$ cat src/hw/rtl/u8to16_pkg.sv
package u8to16_pkg;

   // code unit and per-entry sizes
   localparam int UNIT_W    = 16;
   localparam int BYTE_W    = 8;
   localparam int MAX_UNITS = 3;
   localparam int COUNT_W   = $clog2(MAX_UNITS + 1);
   localparam int IDX_W     = $clog2(MAX_UNITS);
   localparam int HELD_D    = 3;

   // default depth of the queue between front and back
   localparam int QUEUE_DEPTH_DEFAULT = 4;

   // lead byte classes
   localparam logic [2:0] LEN_ASCII = 3'd0;
   localparam logic [2:0] LEN_STRAY = 3'd1;
   localparam logic [2:0] LEN_TWO   = 3'd2;
   localparam logic [2:0] LEN_THREE = 3'd3;
   localparam logic [2:0] LEN_FOUR  = 3'd4;

   // lead byte masks and patterns
   localparam logic [7:0] ASCII_MASK = 8'h80;
   localparam logic [7:0] TWO_MASK   = 8'hE0;
   localparam logic [7:0] TWO_LEAD   = 8'hC0;
   localparam logic [7:0] THREE_MASK = 8'hF0;
   localparam logic [7:0] THREE_LEAD = 8'hE0;
   localparam logic [7:0] FOUR_MASK  = 8'hF8;
   localparam logic [7:0] FOUR_LEAD  = 8'hF0;

   // code unit constants
   localparam logic [UNIT_W-1:0] UNIT_INVALID = 16'hFFFD;
   localparam logic [UNIT_W-1:0] SURR_HI_BASE = 16'hD800;
   localparam logic [UNIT_W-1:0] SURR_LO_BASE = 16'hDC00;
   localparam logic [20:0]       SUPP_BASE    = 21'h10000;

   // one queue entry: the units caused by one byte, first unit in slot 0
   typedef struct packed {
      logic [MAX_UNITS-1:0][UNIT_W-1:0] units;
      logic [COUNT_W-1:0]               count;
      logic                             string_end;
   } entry_type;

endpackage

$ cat src/hw/rtl/u8to16_front.sv
module u8to16_front (
   input  logic                   clock,
   input  logic                   reset,
   input  logic                   in_valid,
   output logic                   in_ready,
   input  logic [7:0]             in_byte,
   input  logic                   string_end,
   input  logic                   queue_full,
   output logic                   push_valid,
   output u8to16_pkg::entry_type  push_entry
);

   logic [7:0] held_bytes_ff [u8to16_pkg::HELD_D];
   logic [1:0] held_count_ff;
   logic [1:0] held_count_in;
   logic [2:0] needed_length_ff;
   logic [2:0] needed_length_in;

   logic        accept;
   logic        hold;
   logic [2:0]  byte_len;
   logic [2:0]  x1_len;
   logic [2:0]  fill;
   logic [7:0]  x1;
   logic [20:0] code4;
   logic [20:0] supp;
   logic [15:0] surr_hi;
   logic [15:0] surr_lo;

   // lead byte class
   function automatic logic [2:0] seq_length(input logic [7:0] value);
      if ((value & u8to16_pkg::ASCII_MASK) == 8'h00) begin
         return u8to16_pkg::LEN_ASCII;
      end
      if ((value & u8to16_pkg::TWO_MASK) == u8to16_pkg::TWO_LEAD) begin
         return u8to16_pkg::LEN_TWO;
      end
      if ((value & u8to16_pkg::THREE_MASK) == u8to16_pkg::THREE_LEAD) begin
         return u8to16_pkg::LEN_THREE;
      end
      if ((value & u8to16_pkg::FOUR_MASK) == u8to16_pkg::FOUR_LEAD) begin
         return u8to16_pkg::LEN_FOUR;
      end
      return u8to16_pkg::LEN_STRAY;
   endfunction

   // a byte decoded alone with nothing after it
   function automatic logic [15:0] single_unit(input logic [7:0] value);
      if (value[7] == 1'b0) begin
         return {8'h00, value};
      end
      return u8to16_pkg::UNIT_INVALID;
   endfunction

   assign in_ready = !queue_full;
   assign accept   = in_valid && in_ready;
   assign byte_len = seq_length(in_byte);
   assign fill     = {1'b0, held_count_ff} + 3'd1;

   // second byte of the buffer: held byte or the new one
   assign x1     = (held_count_ff >= 2'd2) ? held_bytes_ff[1] : in_byte;
   assign x1_len = seq_length(x1);

   // four byte value and surrogate pair
   assign code4   = {held_bytes_ff[0][2:0], held_bytes_ff[1][5:0],
                     held_bytes_ff[2][5:0], in_byte[5:0]};
   assign supp    = code4 - u8to16_pkg::SUPP_BASE;
   assign surr_hi = u8to16_pkg::SURR_HI_BASE + {5'b0, supp[20:10]};
   assign surr_lo = u8to16_pkg::SURR_LO_BASE + {6'b0, supp[9:0]};

   // classify the byte and build its entry
   always_comb begin
      hold                  = 1'b0;
      push_entry            = '0;
      push_entry.string_end = string_end;
      if (held_count_ff == 2'd0) begin
         if (byte_len >= u8to16_pkg::LEN_TWO && !string_end) begin
            hold = 1'b1;
         end else begin
            push_entry.units[0] = single_unit(in_byte);
            push_entry.count    = 2'd1;
         end
      end else if (fill < needed_length_ff && !string_end) begin
         hold = 1'b1;
      end else if (fill == needed_length_ff) begin
         // complete sequence
         push_entry.count = 2'd1;
         case (needed_length_ff)
            u8to16_pkg::LEN_TWO: begin
               push_entry.units[0] = {5'b0, held_bytes_ff[0][4:0], in_byte[5:0]};
            end
            u8to16_pkg::LEN_THREE: begin
               push_entry.units[0] = {held_bytes_ff[0][3:0], held_bytes_ff[1][5:0],
                                      in_byte[5:0]};
            end
            default: begin
               if (code4[20:16] != 5'd0) begin
                  push_entry.units[0] = surr_hi;
                  push_entry.units[1] = surr_lo;
                  push_entry.count    = 2'd2;
               end else begin
                  push_entry.units[0] = code4[15:0];
               end
            end
         endcase
      end else begin
         // string ends inside a sequence: lead is invalid, rest decoded again
         push_entry.units[0] = u8to16_pkg::UNIT_INVALID;
         if (held_count_ff == 2'd1) begin
            push_entry.units[1] = single_unit(in_byte);
            push_entry.count    = 2'd2;
         end else if (x1_len == u8to16_pkg::LEN_ASCII) begin
            push_entry.units[1] = {8'h00, x1};
            push_entry.units[2] = single_unit(in_byte);
            push_entry.count    = 2'd3;
         end else if (x1_len == u8to16_pkg::LEN_TWO) begin
            push_entry.units[1] = {5'b0, x1[4:0], in_byte[5:0]};
            push_entry.count    = 2'd2;
         end else begin
            push_entry.units[1] = u8to16_pkg::UNIT_INVALID;
            push_entry.units[2] = single_unit(in_byte);
            push_entry.count    = 2'd3;
         end
      end
   end

   assign push_valid = accept && !hold;

   // sequence state next values
   always_comb begin
      held_count_in    = held_count_ff;
      needed_length_in = needed_length_ff;
      if (accept) begin
         if (hold) begin
            held_count_in = held_count_ff + 2'd1;
            if (held_count_ff == 2'd0) begin
               needed_length_in = byte_len;
            end
         end else begin
            held_count_in    = 2'd0;
            needed_length_in = 3'd0;
         end
      end
   end

   always_ff @(posedge clock) begin
      if (reset) begin
         held_count_ff    <= 2'd0;
         needed_length_ff <= 3'd0;
      end else begin
         held_count_ff    <= held_count_in;
         needed_length_ff <= needed_length_in;
      end
   end

   // held bytes of the open sequence
   always_ff @(posedge clock) begin
      if (accept && hold) begin
         held_bytes_ff[held_count_ff] <= in_byte;
      end
   end

endmodule

$ cat src/hw/rtl/u8to16_queue.sv
module u8to16_queue #(
   parameter int DEPTH = u8to16_pkg::QUEUE_DEPTH_DEFAULT
) (
   input  logic                   clock,
   input  logic                   reset,
   input  logic                   push,
   input  u8to16_pkg::entry_type  push_entry,
   output logic                   full,
   input  logic                   pop,
   output u8to16_pkg::entry_type  head_entry,
   output logic                   empty
);

   localparam int PTR_W = $clog2(DEPTH);
   localparam int CNT_W = $clog2(DEPTH + 1);

   u8to16_pkg::entry_type entries_ff [DEPTH];

   logic [PTR_W-1:0] wr_ptr_ff;
   logic [PTR_W-1:0] wr_ptr_in;
   logic [PTR_W-1:0] rd_ptr_ff;
   logic [PTR_W-1:0] rd_ptr_in;
   logic [CNT_W-1:0] fill_ff;
   logic [CNT_W-1:0] fill_in;
   logic             do_push;
   logic             do_pop;

   assign full       = (fill_ff == CNT_W'(DEPTH));
   assign empty      = (fill_ff == '0);
   assign do_push    = push && !full;
   assign do_pop     = pop && !empty;
   assign head_entry = entries_ff[rd_ptr_ff];

   // pointer and fill count update
   always_comb begin
      wr_ptr_in = wr_ptr_ff;
      rd_ptr_in = rd_ptr_ff;
      fill_in   = fill_ff;
      if (do_push) begin
         wr_ptr_in = (wr_ptr_ff == PTR_W'(DEPTH - 1)) ? '0 : wr_ptr_ff + 1'b1;
      end
      if (do_pop) begin
         rd_ptr_in = (rd_ptr_ff == PTR_W'(DEPTH - 1)) ? '0 : rd_ptr_ff + 1'b1;
      end
      if (do_push && !do_pop) begin
         fill_in = fill_ff + 1'b1;
      end else if (do_pop && !do_push) begin
         fill_in = fill_ff - 1'b1;
      end
   end

   always_ff @(posedge clock) begin
      if (reset) begin
         wr_ptr_ff <= '0;
         rd_ptr_ff <= '0;
         fill_ff   <= '0;
      end else begin
         wr_ptr_ff <= wr_ptr_in;
         rd_ptr_ff <= rd_ptr_in;
         fill_ff   <= fill_in;
      end
   end

   // entry storage
   always_ff @(posedge clock) begin
      if (do_push) begin
         entries_ff[wr_ptr_ff] <= push_entry;
      end
   end

endmodule

$ cat src/hw/rtl/u8to16_back.sv
module u8to16_back (
   input  logic                   clock,
   input  logic                   reset,
   input  logic                   queue_empty,
   input  u8to16_pkg::entry_type  head_entry,
   output logic                   pop,
   output logic                   out_valid,
   input  logic                   out_ready,
   output logic [15:0]            code_unit,
   output logic                   run_last,
   output logic                   string_done
);

   logic [u8to16_pkg::IDX_W-1:0] unit_idx_ff;
   logic [u8to16_pkg::IDX_W-1:0] unit_idx_in;
   logic                         out_valid_ff;
   logic                         out_valid_in;
   logic [15:0]                  code_unit_ff;
   logic                         run_last_ff;
   logic                         string_done_ff;
   logic                         load;
   logic                         unit_last;

   // output register takes the next unit when empty or being taken
   assign load      = !queue_empty && (!out_valid_ff || out_ready);
   assign unit_last = (unit_idx_ff == u8to16_pkg::IDX_W'(head_entry.count - 1'b1));
   assign pop       = load && unit_last;

   always_comb begin
      unit_idx_in  = unit_idx_ff;
      out_valid_in = out_valid_ff;
      if (load) begin
         out_valid_in = 1'b1;
         unit_idx_in  = unit_last ? '0 : unit_idx_ff + 1'b1;
      end else if (out_ready) begin
         out_valid_in = 1'b0;
      end
   end

   always_ff @(posedge clock) begin
      if (reset) begin
         unit_idx_ff  <= '0;
         out_valid_ff <= 1'b0;
      end else begin
         unit_idx_ff  <= unit_idx_in;
         out_valid_ff <= out_valid_in;
      end
   end

   // output payload
   always_ff @(posedge clock) begin
      if (load) begin
         code_unit_ff   <= head_entry.units[unit_idx_ff];
         run_last_ff    <= unit_last;
         string_done_ff <= unit_last && head_entry.string_end;
      end
   end

   assign out_valid   = out_valid_ff;
   assign code_unit   = code_unit_ff;
   assign run_last    = run_last_ff;
   assign string_done = string_done_ff;

endmodule

$ cat src/hw/rtl/utf8_to_utf16_decoder_unit.sv
// an accepted byte's first unit passes through the entry queue and then the output register
// throughput: one byte per cycle; a byte that opens or extends a sequence gives no unit
// a byte that gives 2 or 3 units keeps its entry at the queue head until its last unit
// is loaded, and the front stalls only when the entry queue between them is full
// reset (synchronous, active high) drops any open sequence, empties the queue
// and clears the output valid
module utf8_to_utf16_decoder_unit #(
   parameter int QUEUE_DEPTH = u8to16_pkg::QUEUE_DEPTH_DEFAULT
) (
   input  logic        clock,
   input  logic        reset,
   input  logic        req_tvalid,
   output logic        req_tready,
   input  logic [7:0]  req_tdata,   // [7:0] in_byte
   input  logic        req_tlast,   // string_end
   output logic        rsp_tvalid,
   input  logic        rsp_tready,
   output logic [15:0] rsp_tdata,   // [15:0] code_unit
   output logic        rsp_tuser,   // run_last
   output logic        rsp_tlast    // string_done
);

   logic                  queue_full;
   logic                  queue_empty;
   logic                  push_valid;
   logic                  pop;
   u8to16_pkg::entry_type push_entry;
   u8to16_pkg::entry_type head_entry;

   // byte intake and classification
   u8to16_front u_front (
      .clock      (clock),
      .reset      (reset),
      .in_valid   (req_tvalid),
      .in_ready   (req_tready),
      .in_byte    (req_tdata),
      .string_end (req_tlast),
      .queue_full (queue_full),
      .push_valid (push_valid),
      .push_entry (push_entry)
   );

   // entry queue
   u8to16_queue #(
      .DEPTH (QUEUE_DEPTH)
   ) u_queue (
      .clock      (clock),
      .reset      (reset),
      .push       (push_valid),
      .push_entry (push_entry),
      .full       (queue_full),
      .pop        (pop),
      .head_entry (head_entry),
      .empty      (queue_empty)
   );

   // unit issue
   u8to16_back u_back (
      .clock       (clock),
      .reset       (reset),
      .queue_empty (queue_empty),
      .head_entry  (head_entry),
      .pop         (pop),
      .out_valid   (rsp_tvalid),
      .out_ready   (rsp_tready),
      .code_unit   (rsp_tdata),
      .run_last    (rsp_tuser),
      .string_done (rsp_tlast)
   );

endmodule

$ cat config.mk
export PLATFORM = sky130hd
export DESIGN_NAME = utf8_to_utf16_decoder_unit
export DESIGN_NICKNAME = d
export VERILOG_FILES = /design/src/hw/rtl/u8to16_pkg.sv /design/src/hw/rtl/u8to16_front.sv /design/src/hw/rtl/u8to16_queue.sv /design/src/hw/rtl/u8to16_back.sv /design/src/hw/rtl/utf8_to_utf16_decoder_unit.sv
export SDC_FILE = /design/constraint.sdc
export NUM_CORES = 1
export LEC_CHECK = 0
export ABC_AREA = 1
export BUFFER_PORTS_ARGS = -buffer_cell sky130_fd_sc_hd__buf_2
export CAP_MARGIN = 40
export CORE_MARGIN = 2
export CORE_UTILIZATION = 30
export CTS_CLUSTER_SIZE = 8
export DETAILED_ROUTE_END_ITERATION = 10
export PLACE_DENSITY = 0.49
export SLEW_MARGIN = 30
export SYNTH_ARGS = -nofsm -noshare
export SYNTH_HDL_FRONTEND = slang
export SYNTH_SLANG_ARGS = --single-unit
$ cat constraint.sdc
create_clock -name clock -period 8.3 [get_ports clock]
set_input_delay 1.66 -clock clock [delete_from_list [all_inputs] [get_ports clock]]
set_output_delay 1.66 -clock clock [all_outputs]
set_load 0.02 [all_outputs]
==> summary.md <==
| Metric | Value |
|---|---|
| Finished Layout Cells | 1341 |
| # hold bufs at CTS | 0 |
| Max-cap viol count | 0 |
| # rows | 65 |
| DR vias | 6590 |
| Primary FF master, synth | edfxtp_1 |
| Final TNS setup | 0 ns |
| Syn_area_per_cell | 10.9 um^2 |
| Final period util | 42.2% |
| Worst EP arrival | 3.92 ns |
| Slew HR | 46.3% |
| Buf+Inv Stages, Crit Path | 4 |
| Synth Cell Area | 9480 um^2 |
| Hold_sp | u_queue.rd_ptr_ff[1] |
| Commonest non-fill, non-tap cell in the layout | edfxtp_1 |
| Worst-Margin Slew | 0.800 ns |
| Proportion of layout cells with a drive suffix above 1 | 11.4% |
| Gr ovfl total | 0 |
| Critical path data required time | 8.72 ns |
| CP Capture Type | flip-flop |
| Syn nets | 900 |
| Via density | 4.91 |
| Clock skew | 0.00975 ns |
| First-pass GRT wire length | 37.2 mm |
| Largest net degree at the start of global routing | 47 |
| Synth area leaders | edfxtp_1 (62%), nand2_1 (6.3%), o21ai_0 (5.1%) |
| Placer Congestion | 0.902 |
| Setup bufs post-CTS | 0 |
| Crit-path slowest cell | fa_1 |
| Pre-CTS WS | 4.28 ns |
| PwrDens | 317 nW/um^2 |
| CP cell instances | buf_2, inv_1, o21ai_1, nand2_1, nand2_1, nand2_2, nand2_2, nand2_2, inv_1, ha_1, inv_1, fa_1, a21oi_1, o21ai_0, o21ai_0, a21oi_1 |
| Cells after synthesis | 872 |
| Cells on Worst Hold Path | 4 |
| Sequential share of the synthesized area | 66.0% |
| Kind of start point of the critical path | input pin |
| Critical path depth | 16 |
| All-layer global routing usage | 14.6% |
| Initial antenna violation count | 0 |
| WS Path Type | in -> reg |
| Vias in the first global route | 6277 |
| Area Overhead vs Synth | 16.5% |
| Tmin final | 3.50 ns |
| Fmax achieved | 286 MHz |
| Cell variety after synth | 36 |
| Starting DRT DRC Count | 767 |
| Clock Sinks | 214 |
| Fin. Hold Viols | 0 |
| DRC Markers | 0 |
| Final setup violating endpoints | 0 |
| DR WL/cell | 17.9 um |
| Placed Cells incl. Taps | 1282 |
| Worst Hold Class | reg -> reg |
| Top Ports | 33 |
| CP peak stage delay | 0.43 ns |
| Post-DP HPWL | 15.4 mm |
| PnR worst setup slack | 4.80 ns |
| Die area | 33000 um^2 |
| Commonest cells after routing, fill and taps aside | edfxtp_1 (197), nand2_1 (159), nor2_1 (101) |
| TritonCTS Buffers | 31 |
| Clk slew on worst S/H paths | 0.05 ns |
| Placeable Area | 31300 um^2 |
| Worst R2R Path Depth | 16 |
| FF-to-FF End | u_queue.fill_ff[2] |
| EDFF count, synth | 197 |
| Status | finished clean |
| YS warnings | 0 |
| Synthesis-stage register bit count | 214 |
| Critical path fanouts, max | 9 |
| Leak Pwr | 0.00416 uW |
| Die H | 182 um |
| Final wirelength | 24.0 mm |
| Maximum vdd drop | 163 uV |
| Final slew viol count | 0 |
| Layout Nets | 942 |
| Fraction of registers with async set or reset after synthesis | 0% |
| First-pass DRT Iterations | 8 |
| Top cell type's share of synthesized area | 62.4% |
| Antenna-violating nets left | 0 |
| Dominant cell type by area after synthesis | edfxtp_1 |
| Worst-Skew Late Latency | 0.54 ns |
| CTS max path bufs | 3 |
| I/O Buffers | 32 |
| Cell family with most CP delay | compound AO/OA/AOI/OAI gates |
| CTS tree | done |
| Ant. Diodes | 0 |
| H-tree lvl count | 1 |
| CTS root buffer | clkbuf_16 |
| Die width | 182 um |
| Resize count post-CTS | 0 |
| R2r setup slk | 4.89 ns |
| RSZ-0062 raised after global routing | false |
| Starting density of the core | 30.3% |
## final cells by class
type / instances / area, um^2
Tap cell: 402 / 503
Multi-Input combinational cell: 551 / 2830
Fill cell: 3069 / 20300
Clock buffer: 55 / 876
Sequential cell: 214 / 6260
Clock inverter: 3 / 31.3
Inverter: 69 / 264
Timing Repair Buffer: 47 / 278
## state kept, by name (all words and copies together), names as in the netlist, named ones only
| register | count |
|---|---|
| u_front.held_bytes_ff | 19 |
| u_back.out_valid | 1 |
| u_back.run_last | 1 |
| u_front.held_count_ff | 2 |
| u_queue.fill_ff | 3 |
| u_queue.rd_ptr_ff | 2 |
| u_back.unit_idx_ff | 2 |
| u_front.needed_length_ff | 3 |
| u_back.string_done | 1 |
| u_queue.wr_ptr_ff | 2 |
| u_back.code_unit | 16 |
| u_queue.entries_ff | 160 |
## worst max-delay path by stage
stage	startpoint	to	slack, ns
after floorplan	req_tdata[5]	u_queue.entries_ff[0][0]	3.88
after detailed placement	req_tdata[4]	u_queue.fill_ff[2]	4.28
final	req_tdata[4]	u_queue.fill_ff[2]	4.80
after global placement	req_tdata[4]	u_queue.fill_ff[2]	4.28
after CTS	req_tdata[4]	u_queue.fill_ff[2]	4.85
after global routing	req_tdata[4]	u_queue.fill_ff[2]	4.55
## Yosys cell counts, types with 2 or more instances
cell type and number:
dfxtp_1 17, nand3_1 44, inv_1 66, nand2_1 159, clkbuf_2 2, o21ai_0 97, edfxtp_1 197, a21oi_1 26
nor3_1 11, ha_1 14, nor2_1 105, inv_4 2, clkbuf_1 19, o211ai_1 7, o21ai_1 13, nand3_2 3
nand2_2 6, o22ai_1 18, nand4_1 5, nand3_4 2, a22oi_1 4, xor2_1 2, o221ai_1 25, buf_2 16
## where the power goes
group	internal, uW	total, uW	switching, uW
combinational	267	942	675
sequential	1380	1410	35.1
clock	706	1140	437
## per-stage QoR
stage / power [uW] / hold slack, ns / util (%) / cell area (um^2)
6_report: 3490 / 0.528 / 35.3 / 11000
2_1_floorplan: 2080 / 0.459 / - / 9480
3_5_place_dp: 2390 / 0.527 / 32.3 / 10100
5_1_grt: 3710 / 0.580 / 35.3 / 11000
3_3_place_gp: 2380 / 0.529 / 32.3 / 10100
4_1_cts: 3540 / 0.537 / 35.2 / 11000
## per-layer routing
layer | part of all wire [%] | vias to the layer above | global-route usage (%) | routed length (um)
met3 | 5.9 | 64 | 2.57 | 1410
met4 | 2.6 | 0 | 3.84 | 620
li1 | - | 3194 | - | -
met2 | 44 | 216 | 22.6 | 10600
met5 | 0 | - | 0 | 0
met1 | 47 | 3116 | 21.1 | 11400
## tightest hold or removal path, cell delays in order, from the launching register on
cell and delay [ns]:
dfxtp_1 0.31, inv_1 0.05, nand2_1 0.04, inv_1 0.04, nor2_1 0.04
## kinds of logic (layout without fill, tap and decap cells)
kind of cell    after synthesis  count (layout)  synth area share [%]
xor+xnor                      2               2                 0.185
simple gates                339             339                  15.1
flops                       214             214                  66.0
compound gates              195             195                  12.0
fa+ha+maj                    15              15                  2.06
buf+inv                     107             174                  4.57
Power figures use the tool's default switching activity.
